$ cat config.mk
export PLATFORM = sky130hd
export DESIGN_NAME = legendre_polynomial_eval
export DESIGN_NICKNAME = d
export VERILOG_FILES = /design/src/rtl/core/lpe_pkg.sv /design/src/rtl/core/legendre_polynomial_eval.sv /design/src/rtl/core/lpe_coef.sv /design/src/rtl/core/lpe_datapath.sv /design/src/rtl/core/lpe_ctrl.sv
export SDC_FILE = /design/constraint.sdc
export NUM_CORES = 1
export LEC_CHECK = 0
export ABC_AREA = 0
export BUFFER_PORTS_ARGS = -buffer_cell sky130_fd_sc_hd__buf_2
export CORE_MARGIN = 2
export CORE_UTILIZATION = 50
export DETAILED_ROUTE_END_ITERATION = 16
export PLACE_DENSITY_LB_ADDON = 0.25
export SETUP_SLACK_MARGIN = 0.2
export SLEW_MARGIN = 20
export SYNTH_ARGS = -nofsm -noshare
export SYNTH_HDL_FRONTEND = slang
export SYNTH_SLANG_ARGS = --single-unit
$ cat constraint.sdc
create_clock -name clk -period 14.6 [get_ports clk]
set_input_delay 0.73 -clock clk [delete_from_list [all_inputs] [get_ports clk]]
set_output_delay 0.73 -clock clk [all_outputs]
set_load 0.02 [all_outputs]
$ cat src/rtl/core/lpe_pkg.sv
// shared types and constants for the legendre polynomial evaluator
`default_nettype none

package lpe_pkg;

  // width of the order register
  localparam int ORDER_W = 5;

  typedef enum logic [5:0] {
    ST_IDLE = 6'b000001,
    ST_AX   = 6'b000010,
    ST_BP   = 6'b000100,
    ST_TC   = 6'b001000,
    ST_UPD  = 6'b010000,
    ST_DONE = 6'b100000
  } lpe_state_t;

  typedef enum logic [1:0] {
    MUL_AX = 2'd0,
    MUL_BP = 2'd1,
    MUL_TC = 2'd2
  } mul_sel_t;

  typedef struct packed {
    logic     load;
    logic     zero_order;
    logic     mul_en;
    mul_sel_t mul_sel;
    logic     take_t;
    logic     take_b;
    logic     update;
    logic     capture;
  } dp_ctl_t;

endpackage

`default_nettype wire

$ cat src/rtl/core/legendre_polynomial_eval.sv
// top level of the legendre polynomial evaluator (bonnet recurrence)
//
// channel   signals                                   direction
// input     in_valid, in_ready, x_value               in
// output    out_valid, out_ready, poly_value,         out
//           saturated
// config    cfg_valid, cfg_ready, poly_order          in
//
// orders 0 and 1: the accepted item goes straight to done, with no recurrence step.
// order n >= 2: the recurrence runs from P1 up to Pn, with three passes of the single
// shared multiplier per recurrence step (a*x, b*prev, t*cur).
// one item is in flight at a time; in_ready is high only while idle.
// a finished result sits in the output register until taken, and the next
// item may be accepted meanwhile; that item then waits in done until the slot frees.
// reset clears the order register to 0 and empties the output register.
`default_nettype none

module legendre_polynomial_eval #(
  parameter int MAX_ORDER = 31,
  parameter int FRAC_BITS = 16
) (
  input  wire logic                        clk,
  input  wire logic                        rst,
  input  wire logic                        in_valid,
  output logic                             in_ready,
  input  wire logic signed [FRAC_BITS+1:0] x_value,
  output logic                             out_valid,
  input  wire logic                        out_ready,
  output logic signed      [FRAC_BITS+1:0] poly_value,
  output logic                             saturated,
  input  wire logic                        cfg_valid,
  output logic                             cfg_ready,
  input  wire logic [lpe_pkg::ORDER_W-1:0] poly_order
);
  import lpe_pkg::*;

  localparam int CW = $clog2(MAX_ORDER + 1);

  logic [ORDER_W-1:0]   order_cfg;
  logic [CW-1:0]        coef_addr;
  logic [FRAC_BITS+1:0] coef_a;
  logic [FRAC_BITS+1:0] coef_b;
  dp_ctl_t              ctl;

  assign cfg_ready = 1'b1;

  always_ff @(posedge clk) begin
    if (rst) begin
      order_cfg <= '0;
    end else if (cfg_valid) begin
      order_cfg <= poly_order;
    end
  end

  lpe_ctrl #(
    .MAX_ORDER (MAX_ORDER)
  ) u_ctrl (
    .clk       (clk),
    .rst       (rst),
    .order_cfg (order_cfg),
    .in_valid  (in_valid),
    .in_ready  (in_ready),
    .out_valid (out_valid),
    .out_ready (out_ready),
    .coef_addr (coef_addr),
    .ctl       (ctl)
  );

  lpe_coef #(
    .MAX_ORDER (MAX_ORDER),
    .FRAC_BITS (FRAC_BITS)
  ) u_coef (
    .addr   (coef_addr),
    .coef_a (coef_a),
    .coef_b (coef_b)
  );

  lpe_datapath #(
    .FRAC_BITS (FRAC_BITS)
  ) u_datapath (
    .clk        (clk),
    .ctl        (ctl),
    .x_value    (x_value),
    .coef_a     (coef_a),
    .coef_b     (coef_b),
    .poly_value (poly_value),
    .saturated  (saturated)
  );

endmodule

`default_nettype wire

$ cat src/rtl/core/lpe_coef.sv
// recurrence coefficient table (2i+1)/(i+1) and i/(i+1) in unsigned q2.f
`default_nettype none

module lpe_coef #(
  parameter int MAX_ORDER = 31,
  parameter int FRAC_BITS = 16,
  parameter int CW        = $clog2(MAX_ORDER + 1)
) (
  input  wire logic [CW-1:0]          addr,
  output logic      [FRAC_BITS+1:0]   coef_a,
  output logic      [FRAC_BITS+1:0]   coef_b
);

  logic [FRAC_BITS+1:0] a_tab [MAX_ORDER+1];
  logic [FRAC_BITS+1:0] b_tab [MAX_ORDER+1];

  for (genvar g = 0; g <= MAX_ORDER; g++) begin : g_tab
    localparam longint unsigned DEN   = longint'(g) + 1;
    localparam longint unsigned A_NUM = longint'(2 * g + 1) << FRAC_BITS;
    localparam longint unsigned B_NUM = longint'(g) << FRAC_BITS;
    localparam longint unsigned A_VAL = (A_NUM + DEN / 2) / DEN;
    localparam longint unsigned B_VAL = (B_NUM + DEN / 2) / DEN;
    assign a_tab[g] = A_VAL[FRAC_BITS+1:0];
    assign b_tab[g] = B_VAL[FRAC_BITS+1:0];
  end

  assign coef_a = a_tab[addr];
  assign coef_b = b_tab[addr];

endmodule

`default_nettype wire

$ cat src/rtl/core/lpe_datapath.sv
// shared multiplier, rounding, clamp and recurrence registers
`default_nettype none

module lpe_datapath #(
  parameter int FRAC_BITS = 16
) (
  input  wire logic                        clk,
  input  wire lpe_pkg::dp_ctl_t            ctl,
  input  wire logic signed [FRAC_BITS+1:0] x_value,
  input  wire logic        [FRAC_BITS+1:0] coef_a,
  input  wire logic        [FRAC_BITS+1:0] coef_b,
  output logic signed      [FRAC_BITS+1:0] poly_value,
  output logic                             saturated
);
  import lpe_pkg::*;

  localparam int XW = FRAC_BITS + 2;
  localparam int AW = FRAC_BITS + 3;
  localparam int PW = 2 * FRAC_BITS + 5;
  localparam int RW = FRAC_BITS + 4;

  localparam logic signed [XW-1:0] ONE_X = {2'b01, {FRAC_BITS{1'b0}}};
  localparam logic signed [RW-1:0] ONE_R = {4'b0001, {FRAC_BITS{1'b0}}};
  localparam logic [PW-1:0] HALF = {{(PW-FRAC_BITS){1'b0}}, 1'b1, {(FRAC_BITS-1){1'b0}}};

  logic signed [XW-1:0] x_reg;
  logic signed [XW-1:0] prev;
  logic signed [XW-1:0] cur;
  logic signed [AW-1:0] t_reg;
  logic signed [RW-1:0] b_term;
  logic signed [PW-1:0] prod;
  logic                 flag;

  logic signed [XW-1:0] x_clamped;
  logic signed [AW-1:0] op_a;
  logic signed [XW-1:0] op_b;
  logic signed [PW-1:0] prod_next;
  logic signed [RW-1:0] rnd_now;
  logic signed [RW-1:0] diff;
  logic                 clamp_hi;
  logic                 clamp_lo;
  logic signed [XW-1:0] nxt;

  // shift right by frac bits, round to nearest, ties away from zero
  function automatic logic signed [RW-1:0] rnd_q(input logic signed [PW-1:0] p);
    logic [PW-1:0] mag;
    logic [PW-1:0] sh;
    mag = p[PW-1] ? PW'(-p) : PW'(p);
    sh  = (mag + HALF) >> FRAC_BITS;
    rnd_q = p[PW-1] ? -sh[RW-1:0] : sh[RW-1:0];
  endfunction

  always_comb begin
    if (x_value > ONE_X) begin
      x_clamped = ONE_X;
    end else if (x_value < -ONE_X) begin
      x_clamped = -ONE_X;
    end else begin
      x_clamped = x_value;
    end
  end

  always_comb begin
    case (ctl.mul_sel)
      MUL_AX: begin
        op_a = {1'b0, coef_a};
        op_b = x_reg;
      end
      MUL_BP: begin
        op_a = {1'b0, coef_b};
        op_b = prev;
      end
      MUL_TC: begin
        op_a = t_reg;
        op_b = cur;
      end
      default: begin
        op_a = '0;
        op_b = '0;
      end
    endcase
  end

  assign prod_next = op_a * op_b;
  assign rnd_now   = rnd_q(prod);
  assign diff      = rnd_now - b_term;
  assign clamp_hi  = diff > ONE_R;
  assign clamp_lo  = diff < -ONE_R;

  always_comb begin
    if (clamp_hi) begin
      nxt = ONE_X;
    end else if (clamp_lo) begin
      nxt = -ONE_X;
    end else begin
      nxt = diff[XW-1:0];
    end
  end

  always_ff @(posedge clk) begin
    if (ctl.mul_en) begin
      prod <= prod_next;
    end
    if (ctl.load) begin
      x_reg <= x_clamped;
      prev  <= ONE_X;
      cur   <= ctl.zero_order ? ONE_X : x_clamped;
      flag  <= 1'b0;
    end
    if (ctl.take_t) begin
      t_reg <= rnd_now[AW-1:0];
    end
    if (ctl.take_b) begin
      b_term <= rnd_now;
    end
    if (ctl.update) begin
      prev <= cur;
      cur  <= nxt;
      if (clamp_hi || clamp_lo) begin
        flag <= 1'b1;
      end
    end
    if (ctl.capture) begin
      poly_value <= cur;
      saturated  <= flag;
    end
  end

endmodule

`default_nettype wire

$ cat src/rtl/core/lpe_ctrl.sv
// sequencer: step counter, phase state machine and output handshake
`default_nettype none

module lpe_ctrl #(
  parameter int MAX_ORDER = 31,
  parameter int CW        = $clog2(MAX_ORDER + 1)
) (
  input  wire logic                        clk,
  input  wire logic                        rst,
  input  wire logic [lpe_pkg::ORDER_W-1:0] order_cfg,
  input  wire logic                        in_valid,
  output logic                             in_ready,
  output logic                             out_valid,
  input  wire logic                        out_ready,
  output logic      [CW-1:0]               coef_addr,
  output lpe_pkg::dp_ctl_t                 ctl
);
  import lpe_pkg::*;

  localparam int MW = (CW > ORDER_W) ? CW : ORDER_W;
  localparam logic [MW-1:0] MAX_M = MW'(MAX_ORDER);

  lpe_state_t    state;
  lpe_state_t    state_next;
  logic [CW-1:0] step;
  logic [CW-1:0] step_next;
  logic [CW-1:0] step_inc;
  logic [MW-1:0] ord_ext;
  logic [CW-1:0] n_eff;

  assign ord_ext  = MW'(order_cfg);
  assign n_eff    = (ord_ext > MAX_M) ? MAX_M[CW-1:0] : ord_ext[CW-1:0];
  assign step_inc = step + 1'b1;

  // the update cycle already fetches the next step's coefficients
  assign coef_addr = (state == ST_UPD) ? step_inc : step;

  always_comb begin
    state_next = state;
    step_next  = step;
    in_ready   = 1'b0;
    ctl        = '0;
    ctl.mul_sel = MUL_AX;
    case (state)
      ST_IDLE: begin
        in_ready = 1'b1;
        if (in_valid) begin
          ctl.load       = 1'b1;
          ctl.zero_order = (n_eff == '0);
          if (n_eff <= CW'(1)) begin
            state_next = ST_DONE;
          end else begin
            step_next  = CW'(1);
            state_next = ST_AX;
          end
        end
      end
      ST_AX: begin
        ctl.mul_en  = 1'b1;
        ctl.mul_sel = MUL_AX;
        state_next  = ST_BP;
      end
      ST_BP: begin
        ctl.take_t  = 1'b1;
        ctl.mul_en  = 1'b1;
        ctl.mul_sel = MUL_BP;
        state_next  = ST_TC;
      end
      ST_TC: begin
        ctl.take_b  = 1'b1;
        ctl.mul_en  = 1'b1;
        ctl.mul_sel = MUL_TC;
        state_next  = ST_UPD;
      end
      ST_UPD: begin
        ctl.update = 1'b1;
        if (step_inc == n_eff) begin
          state_next = ST_DONE;
        end else begin
          step_next   = step_inc;
          ctl.mul_en  = 1'b1;
          ctl.mul_sel = MUL_AX;
          state_next  = ST_BP;
        end
      end
      ST_DONE: begin
        if (!out_valid || out_ready) begin
          ctl.capture = 1'b1;
          state_next  = ST_IDLE;
        end
      end
      default: begin
        state_next = ST_IDLE;
      end
    endcase
  end

  always_ff @(posedge clk) begin
    if (rst) begin
      state     <= ST_IDLE;
      step      <= '0;
      out_valid <= 1'b0;
    end else begin
      state <= state_next;
      step  <= step_next;
      if (ctl.capture) begin
        out_valid <= 1'b1;
      end else if (out_ready) begin
        out_valid <= 1'b0;
      end
    end
  end

endmodule

`default_nettype wire

==> reports/results.ini <==
[timing]
hold_violations = 0
setup_tns_ps = 0
worstMarginPinSlew_ps = 1110
setup_viol = 0
relSlewSlack_pct = 25.4
min_period_ps = 11020
rsz0062_at_grt = no
fin_worst_skew_ps = 10.0
fmax_mhz = 90.7
period_share_pct = 75.5
finalMaxSlewViolations = 0
hold_ws_ps = 437

[worst_setup_path]
path_delay_family = compound AO/OA/AOI/OAI gates
cp.required_ps = 14910
worstPathArrival_ps = 11340
critPathBufInv = 6
crit_top_cell = o21ai_0
worst_setup_path_start_kind = flip-flop
slowest_stage = a311oi_1
path_class = reg -> reg
cp-end-kind = flip-flop
worst_path_largest_cell_delay_ps = 780
critPathMaxFanout = 18

[drt]
drcViolationCount = 0
ant_nets = 0
drt_first_pass_iters = 5
vias = 17781
first_iter_violations = 1589
vias_per_cell = 5.73
post_drt_wl_per_cell_um = 20.7
drt_wl_total_mm = 64.3

[floorplan]
die-area_um2 = 47300
ios = 50
num_rows = 78
die_w_um = 217
start_util_pct = 50.4
die_h_um = 217
core_um2 = 45200

[layout]
final_area_um2 = 24300
synthToLayoutAreaGrowth_pct = 6.57
largest_reg_flops = 37
nNetsFinal = 2987
fillers = 4092
final_util_pct = 53.7
drive_above_1_share_pct = 6.52

[synthesis]
ys_types = 88
ys_ff_latch = 167
synthFlopType = edfxtp_1
synth_area_um2 = 22800
yosys_warnings = 0
syn_inst = 2478
avgSynthCellArea_um2 = 9.19
synth_edf_count = 149
synthesis.nets = 2978
synthArstFlopShare_pct = 0
synth-seq-area-share_pct = 21.2

[cts]
clock_tree.buffer_depth = 2
clock_latency_ps = 480
clkTransAtPathRegs_ps = 70
cts_tree = yes
post_cts_buffers = 0
htreeDepth = 4
post_cts_resized = 0
numCtsBuffers = 17
root_buffer = clkbuf_16
clkSinkCount = 167
hold_buffers = 0

[power]
leakagePower_nw = 11.0
vdd_drop_max_mv = 0.0967
powerDensity_nw_per_um2 = 72.3

[placement]
place.gp.congestion = 0.935
portBuffers = 48
hpwlAfterDp_mm = 51.7
place_area_um2 = 23700

[global_route]
grt_pass1_wl_mm = 105
antenna_found_initial = 3
grt_max_degree = 77
grt_overflow = 0
grt_use_total_pct = 29.2
grt_pass1_vias = 18704

[hold_path]
min_path_type = reg -> reg

[job]
cap_violations = 0

[status]
status = completed

[layer usage]
metal	GRT usage [%]	vias up	share of wire (%)
li1	-	7998	-
met1	38.6	8900	41
met2	45.7	711	46
met3	7.89	168	9.3
met4	11.9	4	4.0
met5	0	-	0.039
[synth_stat cells, drive strengths merged, types with 18 or more instances]
cell,instances,area (um2)
nor2,254,953
nand2b,24,150
a221o,18,180
nor3,31,155
a21o,22,165
nand2,270,1010
and2,65,407
inv,488,1830
clkbuf,88,330
nor4,18,119
ha,126,1580
dfxtp,18,360
a21oi,60,300
a221oi,19,166
fa,346,6930
nand3,30,150
o21ai,74,370
xnor2,80,708
xor2,28,245
edfxtp,149,4470
[metrics by stage]
stage          setup WS (ps)  std cells  total power, mW
4_1_cts                 3650       3099             1.76
2_1_floorplan           4860       2478             1.09
5_1_grt                 2760       3100             1.87
3_5_place_dp            3690       3067             1.30
6_report                3580       3101             1.76
3_3_place_gp            3890       3066             1.29
[path summary, 6_finish.rpt]
kind | depth (start not counted) | from | to | slack, ps
max | 38 | u_ctrl.state[5] | u_datapath.prod[33] | 3580
max reg2reg | 38 | u_ctrl.state[5] | u_datapath.prod[33] | 3580
min reg2reg | 0 | u_datapath.flag | u_datapath.saturated | 440
min | 0 | u_datapath.flag | u_datapath.saturated | 440
[cell type report]
class	count	area, um2	area share, %
Antenna cell	1	2.50	0.0103
Clock buffer	19	453	1.87
Tap cell	600	751	3.09
Timing Repair Buffer	86	520	2.14
Clock inverter	13	118	0.485
Multi-Input combinational cell	1727	15800	64.9
Inverter	488	1830	7.55
Sequential cell	167	4830	19.9
[kinds of logic (layout without fill, tap and decap cells)]
kind of cell	count (synthesis)	after routing	share of synthesized area (%)
mux	17	17	0.841
fa+ha+maj	472	472	37.3
simple gates	799	799	16.4
buf+inv	584	606	9.69
other cells	1	2	0.0165
compound gates	329	329	10.1
xor+xnor	109	109	4.29
flops	167	167	21.2
[where the power goes]
group,internal (mW),switching (mW)
Sequential,0.572,0.0222
Clock,0.244,0.206
Combinational,0.259,0.452
[layout by cell type, fill, tap and decap left out, types with 18 or more instances in the layout]
cell,synthesis,layout
fa_1,346,346
a221o_1,18,18
nor3_1,31,31
nand3_1,30,30
nand2_1,270,269
edfxtp_1,149,149
xor2_1,28,28
buf_2,3,49
xnor2_1,79,79
nor2_1,254,254
and2_1,63,63
buf_4,1,36
nand2b_1,24,24
a21oi_1,60,58
dfxtp_1,18,18
ha_1,126,126
o21ai_0,59,59
inv_1,488,487
a21o_1,22,22
(Power assumes the default switching activity.)
